`config.mk`:
```
export PLATFORM = sky130hd
export DESIGN_NAME = lift_dispense_sequencer_core_flat
export DESIGN_NICKNAME = d
export VERILOG_FILES = /design/src/rtl/lds_pkg.sv /design/src/rtl/lds_in_if.sv /design/src/rtl/lds_in_stage.sv /design/src/rtl/lds_halt_conv.sv /design/src/rtl/lds_ctrl.sv /design/src/rtl/lift_dispense_sequencer_core.sv /design/src/flat_wrapper.sv
export SDC_FILE = /design/constraint.sdc
export NUM_CORES = 1
export LEC_CHECK = 0
export BUFFER_PORTS_ARGS = -buffer_cell sky130_fd_sc_hd__buf_2
export CAP_MARGIN = 20
export CORE_UTILIZATION = 50
export DETAILED_ROUTE_END_ITERATION = 16
export PLACE_DENSITY_LB_ADDON = 0.1
export SYNTH_ARGS = -nofsm -noshare
export SYNTH_HDL_FRONTEND = slang
export SYNTH_SLANG_ARGS = --single-unit
```
`constraint.sdc`:
```
create_clock -name clk -period 20.8 [get_ports clk]
set_input_delay 1.04 -clock clk [delete_from_list [all_inputs] [get_ports clk]]
set_output_delay 1.04 -clock clk [all_outputs]
set_load 0.05 [all_outputs]
```
`src/rtl/lds_pkg.sv`:
```
package lds_pkg;

    localparam int STEP_PERIOD_MS = 10;
    localparam int DOWN_MARGIN    = 10;

    localparam int HALT_W  = 16;
    localparam int COUNT_W = 16;
    localparam int UP_W    = 16;
    localparam int EXTRA_W = 8;
    localparam int CFG_W   = 16;

    // Threshold widths: base = up + 2*extra, top adds halt, down adds up, halt and margin.
    localparam int BASE_W = 17;
    localparam int THR_W  = 18;

    // Reciprocal for the halt conversion; exact for every 16-bit value and any period up to 1000.
    localparam int    RECIP_SHIFT = 28;
    localparam int    RECIP_W     = 29;
    localparam longint RECIP_VAL  =
        ((64'd1 << RECIP_SHIFT) + STEP_PERIOD_MS - 1) / STEP_PERIOD_MS;
    localparam int    PROD_W      = HALT_W + RECIP_W;

    typedef enum logic [0:0] {
        OP_TICK     = 1'b0,
        OP_SET_HALT = 1'b1
    } opcode_t;

    typedef enum logic [0:0] {
        CFG_UP_STEPS       = 1'b0,
        CFG_EXTRA_TRIGGERS = 1'b1
    } cfg_index_t;

    typedef enum logic [2:0] {
        PH_SLEEP = 3'd0,
        PH_UP    = 3'd1,
        PH_TOP   = 3'd2,
        PH_DOWN  = 3'd3,
        PH_ERROR = 3'd4
    } phase_t;

    typedef enum logic [1:0] {
        MV_NONE = 2'd0,
        MV_UP   = 2'd1,
        MV_DOWN = 2'd2,
        MV_STOP = 2'd3
    } move_t;

    typedef enum logic [1:0] {
        EN_NONE = 2'd0,
        EN_ON   = 2'd1,
        EN_OFF  = 2'd2
    } enable_t;

    typedef struct packed {
        logic              opcode;
        logic [HALT_W-1:0] halt_time_ms;
        logic              switch_closed;
        logic              motor_ok;
        logic              reinit_ok;
    } item_t;

    typedef struct packed {
        logic [1:0] move_cmd;
        logic [1:0] enable_cmd;
        logic       reinit_cmd;
        logic [2:0] phase;
        logic       idle;
    } result_t;

endpackage

```
`src/rtl/lds_in_if.sv`:
```
interface lds_in_if;
    logic        valid;
    logic        ready;
    logic        opcode;
    logic [15:0] halt_time_ms;
    logic        switch_closed;
    logic        motor_ok;
    logic        reinit_ok;

    modport source (
        output valid, opcode, halt_time_ms, switch_closed, motor_ok, reinit_ok,
        input  ready
    );

    modport sink (
        input  valid, opcode, halt_time_ms, switch_closed, motor_ok, reinit_ok,
        output ready
    );
endinterface

interface lds_out_if;
    logic       valid;
    logic       ready;
    logic [1:0] move_cmd;
    logic [1:0] enable_cmd;
    logic       reinit_cmd;
    logic [2:0] phase;
    logic       idle;

    modport source (
        output valid, move_cmd, enable_cmd, reinit_cmd, phase, idle,
        input  ready
    );

    modport sink (
        input  valid, move_cmd, enable_cmd, reinit_cmd, phase, idle,
        output ready
    );
endinterface

```
`src/rtl/lds_in_stage.sv`:
```
module lds_in_stage (
    input  logic           clk,
    input  logic           rst_n,
    input  logic           in_valid,
    output logic           in_ready,
    input  lds_pkg::item_t in_item,
    output logic           item_valid,
    input  logic           item_take,
    output lds_pkg::item_t item
);
    import lds_pkg::*;

    logic  valid_reg;
    logic  valid_next;
    item_t item_reg;

    assign in_ready   = !valid_reg || item_take;
    assign valid_next = (in_valid && in_ready) ? 1'b1 : (item_take ? 1'b0 : valid_reg);

    always_ff @(posedge clk or negedge rst_n)
    begin
        if (!rst_n)
        begin
            valid_reg <= 1'b0;
        end
        else
        begin
            valid_reg <= valid_next;
        end
    end

    always_ff @(posedge clk)
    begin
        if (in_valid && in_ready)
        begin
            item_reg <= in_item;
        end
    end

    assign item_valid = valid_reg;
    assign item       = item_reg;
endmodule

```
`src/rtl/lds_halt_conv.sv`:
```
module lds_halt_conv (
    input  logic [lds_pkg::HALT_W-1:0] halt_time_ms,
    output logic [lds_pkg::HALT_W-1:0] halt_steps
);
    import lds_pkg::*;

    localparam logic [RECIP_W-1:0] RECIP = RECIP_W'(RECIP_VAL);

    logic [PROD_W-1:0] prod;

    // Division by the step period as a multiply by its rounded-up reciprocal.
    assign prod       = PROD_W'(halt_time_ms) * PROD_W'(RECIP);
    assign halt_steps = prod[RECIP_SHIFT +: HALT_W];
endmodule

```
`src/rtl/lds_ctrl.sv`:
```
module lds_ctrl (
    input  logic                        clk,
    input  logic                        rst_n,
    input  logic                        item_valid,
    input  lds_pkg::item_t              item,
    input  logic [lds_pkg::HALT_W-1:0]  halt_conv,
    input  logic [lds_pkg::UP_W-1:0]    up_steps,
    input  logic [lds_pkg::EXTRA_W-1:0] extra_triggers,
    output logic                        item_take,
    output logic                        res_valid,
    input  logic                        res_ready,
    output lds_pkg::result_t            res
);
    import lds_pkg::*;

    phase_t              phase_reg;
    phase_t              phase_next;
    logic [COUNT_W-1:0]  count_reg;
    logic [COUNT_W-1:0]  count_next;
    logic [HALT_W-1:0]   halt_reg;
    logic [HALT_W-1:0]   halt_next;
    logic                res_valid_reg;
    result_t             res_reg;
    result_t             res_next;

    logic [BASE_W-1:0]   base;
    logic [THR_W-1:0]    thr_top;
    logic [THR_W-1:0]    thr_down;
    logic [COUNT_W-1:0]  count_inc;
    phase_t              phase_eff;
    move_t               mv;
    enable_t             en;
    logic                ri;

    assign item_take = item_valid && (!res_valid_reg || res_ready);

    assign base     = BASE_W'(up_steps) + (BASE_W'(extra_triggers) << 1);
    assign thr_top  = THR_W'(base) + THR_W'(halt_reg);
    assign thr_down = THR_W'(base) + THR_W'(up_steps) + THR_W'(halt_reg) + THR_W'(DOWN_MARGIN);
    assign count_inc = (count_reg == {COUNT_W{1'b1}}) ? count_reg : count_reg + 1'b1;

    always_comb
    begin
        phase_next = phase_reg;
        count_next = count_reg;
        halt_next  = halt_reg;
        mv         = MV_NONE;
        en         = EN_NONE;
        ri         = 1'b0;
        phase_eff  = item.motor_ok ? phase_reg : PH_ERROR;
        if (item.opcode == OP_SET_HALT)
        begin
            halt_next  = halt_conv;
            count_next = '0;
        end
        else
        begin
            phase_next = phase_eff;
            unique case (phase_eff)
                PH_ERROR:
                begin
                    ri = 1'b1;
                    if (item.reinit_ok)
                    begin
                        en         = EN_OFF;
                        halt_next  = '0;
                        phase_next = PH_SLEEP;
                    end
                end
                PH_UP:
                begin
                    if (BASE_W'(count_reg) > base)
                    begin
                        mv         = MV_STOP;
                        phase_next = PH_TOP;
                    end
                    else if (!item.switch_closed)
                    begin
                        count_next = count_inc;
                    end
                end
                PH_TOP:
                begin
                    if (THR_W'(count_reg) > thr_top)
                    begin
                        mv         = MV_DOWN;
                        phase_next = PH_DOWN;
                    end
                    else
                    begin
                        count_next = count_inc;
                    end
                end
                PH_DOWN:
                begin
                    if (item.switch_closed || THR_W'(count_reg) > thr_down)
                    begin
                        mv         = MV_STOP;
                        en         = EN_OFF;
                        halt_next  = '0;
                        phase_next = PH_SLEEP;
                    end
                    else
                    begin
                        count_next = count_inc;
                    end
                end
                default:
                begin
                    phase_next = PH_SLEEP;
                    if (halt_reg != '0)
                    begin
                        en         = EN_ON;
                        mv         = MV_UP;
                        phase_next = PH_UP;
                    end
                end
            endcase
        end
        res_next.move_cmd   = mv;
        res_next.enable_cmd = en;
        res_next.reinit_cmd = ri;
        res_next.phase      = phase_next;
        res_next.idle       = (phase_next == PH_SLEEP);
    end

    always_ff @(posedge clk or negedge rst_n)
    begin
        if (!rst_n)
        begin
            phase_reg     <= PH_SLEEP;
            count_reg     <= '0;
            halt_reg      <= '0;
            res_valid_reg <= 1'b0;
        end
        else
        begin
            if (item_take)
            begin
                phase_reg <= phase_next;
                count_reg <= count_next;
                halt_reg  <= halt_next;
            end
            if (item_take)
            begin
                res_valid_reg <= 1'b1;
            end
            else if (res_ready)
            begin
                res_valid_reg <= 1'b0;
            end
        end
    end

    always_ff @(posedge clk)
    begin
        if (item_take)
        begin
            res_reg <= res_next;
        end
    end

    assign res_valid = res_valid_reg;
    assign res       = res_reg;
endmodule

```
`src/rtl/lift_dispense_sequencer_core.sv`:
```
// Channel  Dir  Beat content
// in_ch    in   opcode, halt_time_ms, switch_closed, motor_ok, reinit_ok
// out_ch   out  move_cmd, enable_cmd, reinit_cmd, phase, idle
// cfg      in   cfg_we, cfg_index, cfg_data (write only)
//
// Every input beat produces exactly one output beat, held in the input register
// and then in the result register. One beat is accepted per cycle while the
// output is not stalled; the input register, step logic and result register
// form a two-stage pipeline. Reset puts the sequencer in sleep with zero step
// count, halt and configuration registers. An output stall holds the result
// register and stops the input once the input register is also full.
module lift_dispense_sequencer_core (
    input  logic                         clk,
    input  logic                         rst_n,
    lds_in_if.sink                       in_ch,
    lds_out_if.source                    out_ch,
    input  logic                         cfg_we,
    input  logic                         cfg_index,
    input  logic [lds_pkg::CFG_W-1:0]    cfg_data
);
    import lds_pkg::*;

    logic [UP_W-1:0]    up_steps_reg;
    logic [EXTRA_W-1:0] extra_triggers_reg;
    item_t              in_item;
    item_t              item;
    logic               item_valid;
    logic               item_take;
    logic [HALT_W-1:0]  halt_conv;
    result_t            res;

    always_ff @(posedge clk or negedge rst_n)
    begin
        if (!rst_n)
        begin
            up_steps_reg       <= '0;
            extra_triggers_reg <= '0;
        end
        else if (cfg_we)
        begin
            unique case (cfg_index_t'(cfg_index))
                CFG_UP_STEPS:       up_steps_reg       <= cfg_data[UP_W-1:0];
                CFG_EXTRA_TRIGGERS: extra_triggers_reg <= cfg_data[EXTRA_W-1:0];
                default:            up_steps_reg       <= up_steps_reg;
            endcase
        end
    end

    assign in_item.opcode        = in_ch.opcode;
    assign in_item.halt_time_ms  = in_ch.halt_time_ms;
    assign in_item.switch_closed = in_ch.switch_closed;
    assign in_item.motor_ok      = in_ch.motor_ok;
    assign in_item.reinit_ok     = in_ch.reinit_ok;

    lds_in_stage u_in_stage (
        .clk        (clk),
        .rst_n      (rst_n),
        .in_valid   (in_ch.valid),
        .in_ready   (in_ch.ready),
        .in_item    (in_item),
        .item_valid (item_valid),
        .item_take  (item_take),
        .item       (item)
    );

    lds_halt_conv u_halt_conv (
        .halt_time_ms (item.halt_time_ms),
        .halt_steps   (halt_conv)
    );

    lds_ctrl u_ctrl (
        .clk            (clk),
        .rst_n          (rst_n),
        .item_valid     (item_valid),
        .item           (item),
        .halt_conv      (halt_conv),
        .up_steps       (up_steps_reg),
        .extra_triggers (extra_triggers_reg),
        .item_take      (item_take),
        .res_valid      (out_ch.valid),
        .res_ready      (out_ch.ready),
        .res            (res)
    );

    assign out_ch.move_cmd   = res.move_cmd;
    assign out_ch.enable_cmd = res.enable_cmd;
    assign out_ch.reinit_cmd = res.reinit_cmd;
    assign out_ch.phase      = res.phase;
    assign out_ch.idle       = res.idle;
endmodule

```
`src/flat_wrapper.sv`:
```
// flat-port wrapper written by rule: the top's interface ports become plain ports
module lift_dispense_sequencer_core_flat import lds_pkg::*;
  (clk, rst_n, cfg_we, cfg_index, cfg_data, in_ch_valid, in_ch_opcode, in_ch_halt_time_ms, in_ch_switch_closed, in_ch_motor_ok, in_ch_reinit_ok, in_ch_ready, out_ch_valid, out_ch_move_cmd, out_ch_enable_cmd, out_ch_reinit_cmd, out_ch_phase, out_ch_idle, out_ch_ready);
  lds_in_if in_ch_i ();
  lds_out_if out_ch_i ();
  input  logic clk;
  input  logic rst_n;
  input  logic cfg_we;
  input  logic cfg_index;
  input  logic [lds_pkg::CFG_W-1:0] cfg_data;
  input wire logic [$bits(in_ch_i.valid)-1:0] in_ch_valid;
  input wire logic [$bits(in_ch_i.opcode)-1:0] in_ch_opcode;
  input wire logic [$bits(in_ch_i.halt_time_ms)-1:0] in_ch_halt_time_ms;
  input wire logic [$bits(in_ch_i.switch_closed)-1:0] in_ch_switch_closed;
  input wire logic [$bits(in_ch_i.motor_ok)-1:0] in_ch_motor_ok;
  input wire logic [$bits(in_ch_i.reinit_ok)-1:0] in_ch_reinit_ok;
  output wire logic [$bits(in_ch_i.ready)-1:0] in_ch_ready;
  output wire logic [$bits(out_ch_i.valid)-1:0] out_ch_valid;
  output wire logic [$bits(out_ch_i.move_cmd)-1:0] out_ch_move_cmd;
  output wire logic [$bits(out_ch_i.enable_cmd)-1:0] out_ch_enable_cmd;
  output wire logic [$bits(out_ch_i.reinit_cmd)-1:0] out_ch_reinit_cmd;
  output wire logic [$bits(out_ch_i.phase)-1:0] out_ch_phase;
  output wire logic [$bits(out_ch_i.idle)-1:0] out_ch_idle;
  input wire logic [$bits(out_ch_i.ready)-1:0] out_ch_ready;
  assign in_ch_i.valid = in_ch_valid;
  assign in_ch_i.opcode = in_ch_opcode;
  assign in_ch_i.halt_time_ms = in_ch_halt_time_ms;
  assign in_ch_i.switch_closed = in_ch_switch_closed;
  assign in_ch_i.motor_ok = in_ch_motor_ok;
  assign in_ch_i.reinit_ok = in_ch_reinit_ok;
  assign in_ch_ready = in_ch_i.ready;
  assign out_ch_valid = out_ch_i.valid;
  assign out_ch_move_cmd = out_ch_i.move_cmd;
  assign out_ch_enable_cmd = out_ch_i.enable_cmd;
  assign out_ch_reinit_cmd = out_ch_i.reinit_cmd;
  assign out_ch_phase = out_ch_i.phase;
  assign out_ch_idle = out_ch_i.idle;
  assign out_ch_i.ready = out_ch_ready;
  lift_dispense_sequencer_core u_core (.clk(clk), .rst_n(rst_n), .in_ch(in_ch_i), .out_ch(out_ch_i), .cfg_we(cfg_we), .cfg_index(cfg_index), .cfg_data(cfg_data));
endmodule
```
# Yosys cells after proc, flatten, opt, wreduce, memory -nomap -nowiden
# Cells that the tools add are included.
# word_totals
ff_bits	90
output_inout_bits	11
# op_classes
n_addsub	6
multipliers	1
magnitude_cmp	3
n_eq_ne	11
muxes	32
n_bitwise	1
reduce_logical	18
# ops
operator	n
$mux 16	9
$pmux 16 s3	1
$mul 16x24->40 const B	1
$add 17x16->18	2
$gt 16x18->1	2
$pmux 16 s2	1
$add 18x16->18	1
$add 18x4->18 const B	1
$mux 3	6
$add 16x9->17	1
$gt 16x17->1	1
$add 16x1->16 const B	1
$eq 16x16->1 const B	1
$reduce_bool 16->1	1
$ne 3x2->1 const B	5
$pmux 3 s4	1
$mux 2	5
$pmux 2 s4	1
$mux 1	7
$eq 3x2->1 const B	2
$pmux 2 s3	1
$reduce_and 6->1	1
$reduce_and 2->1	2
$reduce_and 4->1	1
other kinds (12)	17

# Depth between registers and ports, before layout
# depth
ltp_word	10
ltp_mapped	32

# Cells and area by module
# A second synthesis with hierarchy kept.
# unflattened
cells_unflattened	1267
area_unflattened_um2	12320.6
# modules_own_cells
mod	instances	cells_each	area_per_inst_um2
lds_ctrl	1	675	5908.2
lds_halt_conv	1	516	4813.4
lift_dispense_sequencer_core	1	52	944.7
lds_in_stage	1	24	654.4

# Least setup slack after synthesis
# OpenSTA, ideal clock, no wires.
# synth_path
kind	reg2reg
start	reg u_core.up_steps_reg[1]
end	reg u_core.u_ctrl.halt_reg[1]
setup_ps	121
t_arrival_ps	6460
required_ps	20679
setup_slack_ps	14219
path_stages_with_launch	33
synth_period_minus_slack_ps	6581
cell_sequence	dfrtp_1 > ha_1 > fa_1 > a21o_1 > a21oi_1 > o21bai_1 > a21oi_1 > o21bai_1 > a21oi_1 > nor2_1 > xor2_1 > ha_1 > clkbuf_1 > xor2_1 > ha_1 > ha_1 > and3_1 > o211ai_1 > a21oi_1 > nor3_1 > o21ai_0 > a21oi_1 > xor2_1 > ha_1 > nand4_1 > nor4_1 > a221o_1 > o21ai_0 > nor3_1 > o21ai_1 > a31o_2 > buf_2 > a22o_1
# synth_via
elab_chain_len	8
# synth_lines
item	line_no	text
start: declaration	lift_dispense_sequencer_core.sv:23	logic [UP_W-1:0] up_steps_reg;
start signal: assignment	lift_dispense_sequencer_core.sv:42	CFG_UP_STEPS: up_steps_reg <= cfg_data[UP_W-1:0];
start signal: assignment	lift_dispense_sequencer_core.sv:44	default: up_steps_reg <= up_steps_reg;
$add 16x9->17	lds_ctrl.sv:37	assign base = BASE_W'(up_steps) + (BASE_W'(extra_triggers) << 1);
$add 17x16->18 (*)	lds_ctrl.sv:39	assign thr_down = THR_W'(base) + THR_W'(up_steps) + THR_W'(halt_reg) + THR_W'(DOWN_MARGIN);
$add 18x16->18 (*)	lds_ctrl.sv:39	
$add 18x4->18 (*)	lds_ctrl.sv:39	
$gt 16x18->1 (*)	lds_ctrl.sv:96	if (item.switch_closed || THR_W'(count_reg) > thr_down)
$logic_or 1x1->1 (*)	lds_ctrl.sv:96	
$ne 3x2->1 (no source line) (*)	n/a	
$reduce_and 4->1 (no source line) (*)	n/a	
end signal: assignment	lds_ctrl.sv:142	halt_reg <= halt_next;
end: declaration	lds_ctrl.sv:20	logic [HALT_W-1:0] halt_reg;
# Every way passes the cells marked *; elsewhere a longest branch is shown, timed or not.
# A chain may end at the register's enable or synchronous reset.

# Final worst setup path
# layout_path
start	reg u_core.up_steps_reg[1]
end	reg u_core.u_ctrl.count_reg[11]
# layout_via
elab_chain_len	8
# layout_lines
item	line_no	text
$add 16x9->17	lds_ctrl.sv:37	
$add 17x16->18	lds_ctrl.sv:39	
$add 18x16->18	lds_ctrl.sv:39	
$add 18x4->18	lds_ctrl.sv:39	
$gt 16x18->1	lds_ctrl.sv:96	
$logic_or 1x1->1	lds_ctrl.sv:96	
$ne 3x2->1 (no source line)	n/a	
$reduce_and 6->1 (no source line) (*)	n/a	
end signal: assignment	lds_ctrl.sv:141	count_reg <= count_next;
end: declaration	lds_ctrl.sv:18	logic [COUNT_W-1:0] count_reg;
# Marks and branches as above.

==> run_results.csv <==
group,metric,value,unit
min_path,holdPathEnd,"u_core.u_ctrl.res_valid",
run,drv_cap,0,
cts,clock_tree.root_cell,"clkbuf_16",
floorplan,start_util,0.518,
drt,drc,0,
final_layout,multi_input_area,8420,sq um
floorplan,die_y,153,um
timing,maxSlewViolCount,0,
drt,num_vias,8406,
synthesis,netlist_area,11400,sq um
cts,clock_latency,0.35,ns
worst_setup_path,critPathTopFamily,"compound AO/OA/AOI/OAI gates",
drt,firstDrtPassIters,4,
timing,rsz0062_at_grt,"false",
final_layout,final_util,0.555,
cts,post_cts_resized,0,
global_routing,grt_pass1_vias,8352,
worst_setup_path,worstReg2RegStart,"u_core.up_steps_reg[1]",
synthesis,syn_nets,1514,
cts,clock_path_buffers,2,
worst_setup_path,critPathRequiredTime,21.03,ns
global_routing,grt-ovfl-total,0,
cts,path_clk_slew,0.07,ns
cts,cts_setup_buffers,0,
synthesis,yosysWarnings,0,
global_routing,grt_max_degree,59,
placement,place_area,12000,sq um
synthesis,synth_ff_type,"dfrtp_1",
synthesis,synth.most_common_cell,"ha_1",
timing,hold_violations,0,
floorplan,core_area,22100,sq um
final_layout,final-seq-area,2320,sq um
placement,dpl.cell_count,1461,
final_layout,n_antenna_cell,0,
cts,cts_max_level,3,
worst_setup_path,critPathSlowestCell,"nor3_4",
final_layout,largest_reg_flops,20,
drt,first_iter_violations,431,
placement,io_buffers,52,
worst_setup_path,rr_endpoint,"u_core.u_ctrl.count_reg[11]",
drt,vias_per_cell,5.69,
final_layout,drive_gt1_frac,0.0969,
floorplan,die_area,23500,sq um
final_layout,fin_cells,1477,
global_routing,grt_first_pass_wirelength,43900,um
final_layout,area_delta_synth_final,7.22,%
synthesis,synth_cell_types,70,
final_layout,fillers,1990,
worst_setup_path,path_common_cell,"a21oi_1",
synthesis,avgSynthCellArea,10.0,sq um
timing,fin_setup_tns,0,ns
worst_setup_path,slowest_delay,0.82,ns
floorplan,die_w,153,um
worst_setup_path,cp_data_arrival_time,7.96,ns
global_routing,grt_util_all_layers,0.237,
worst_setup_path,ff2ff_path_depth,30,
synthesis,synth.area.top_cells,"ha_1 26%, fa_1 16%, dfrtp_1 13%, edfxtp_1 7.6%, inv_1 5.4%",
final_layout,finalInstanceArea,12300,sq um
synthesis,synth-seq-cells,87,
synthesis,syn-instance-count,1143,
timing,max_slew_margin,0.352,
drt,wl_per_cell,17.6,um
drt,postRouteAntennaNets,0,
worst_setup_path,r2r_setup_slack,13.07,ns
placement,gp_congestion,0.930,
cts,numClockSinks,87,
synthesis,synth-edff-count,29,
drt,wl,26100,um
worst_setup_path,path_depth,30,
min_path,hold_depth,1,
min_path,hp-start,"u_core.u_in_stage.item_valid",
timing,fin_worst_skew,0.0104,ns
min_path,hold_class,"reg2reg",
worst_setup_path,cp-start-kind,"register",
worst_setup_path,end_kind,"register",
floorplan,pin_count,53,
cts,cts_hold_buf,0,
timing,fin_crit,7.73,ns
synthesis,synth_top_area_frac,0.259,
worst_setup_path,critPathBufInv,0,
timing,period_share,0.372,
timing,fmax,0.129,GHz
worst_setup_path,criticalPathCategory,"reg2reg",
cts,cts_made_buffers,9,
timing,worst_pin_slew,0.969,ns
final_layout,nNetsFinal,1563,
worst_setup_path,crit_fanout,25,
cts,cts_tree,"yes",
global_routing,antenna_found_initial,0,
placement,dp_hpwl,22400,um
synthesis,synthArstFlopShare,0.667,
outcome,status,"completed",
floorplan,num_rows,54,
synthesis,synth_seq_area_share,0.203,
synthesis,yosysTopAreaCell,"ha_1",
timing,final-setup-viol-count,0,
synthesis,synth_common_cells,"237 x ha_1, 165 x inv_1, 92 x fa_1",
## logic make-up after synthesis
logic type                 share of synthesized area
adders and majority gates                      0.420
xor gates and xnor gates                      0.0452
muxes                                         0.0347
AOI/OAI and AO/OA                              0.137
DFF                                            0.203
buffers and inverters                         0.0611
and+or+nand+nor                               0.0983
## cells in the final DEF (no fill, tap or decap), types with 12 or more instances in the layout
master / instances
a21o_1: 21
a21oi_1: 71
a31oi_1: 12
buf_2: 52
dfrtp_1: 58
edfxtp_1: 29
fa_1: 92
ha_1: 237
inv_1: 165
mux2_2: 29
nand2_1: 64
nand2b_1: 19
nand3_1: 20
nand4_1: 21
nor2_1: 30
o21a_1: 12
o21ai_0: 36
xnor2_1: 34
xor2_1: 25
## per-layer routing
metal / vias up / GRT usage / wire [um]
met3: 7 / 0.0354 / 1270
met2: 168 / 0.351 / 11000
met5: - / 0 / 0
met4: 0 / 0.0366 / 141
li1: 4163 / - / -
met1: 4068 / 0.366 / 13600
## stage by stage
stage,hold WS [ns],setup WS (ns)
2_1_floorplan,0.457,14.22
3_3_place_gp,0.494,13.33
3_5_place_dp,0.493,13.12
4_1_cts,0.510,13.09
5_1_grt,0.539,12.36
6_report,0.507,13.07
## how the worst max path moves through the flow
stage	endpoint	startpoint	slack [ns]
finish	u_core.u_ctrl.count_reg[11]	u_core.up_steps_reg[1]	13.07
CTS	u_core.u_ctrl.count_reg[11]	u_core.up_steps_reg[1]	13.09
floorplan	u_core.u_ctrl.halt_reg[1]	u_core.up_steps_reg[1]	14.22
global route	u_core.u_ctrl.count_reg[8]	u_core.up_steps_reg[1]	12.36
detailed placement	u_core.u_ctrl.count_reg[11]	u_core.up_steps_reg[1]	13.12
global placement	u_core.u_ctrl.count_reg[11]	u_core.up_steps_reg[1]	13.33
## final cells by class
class | count | share of cell area
Clock buffer | 10 | 0.0187
Clock inverter | 6 | 0.00357
Inverter | 165 | 0.0505
Multi-Input combinational cell | 874 | 0.686
Sequential cell | 87 | 0.189
Tap cell | 280 | 0.0286
Timing Repair Buffer | 55 | 0.0231
Power is not shown: default switching activity piles up to over one toggle a cycle in this logic, so the estimate is an artifact.
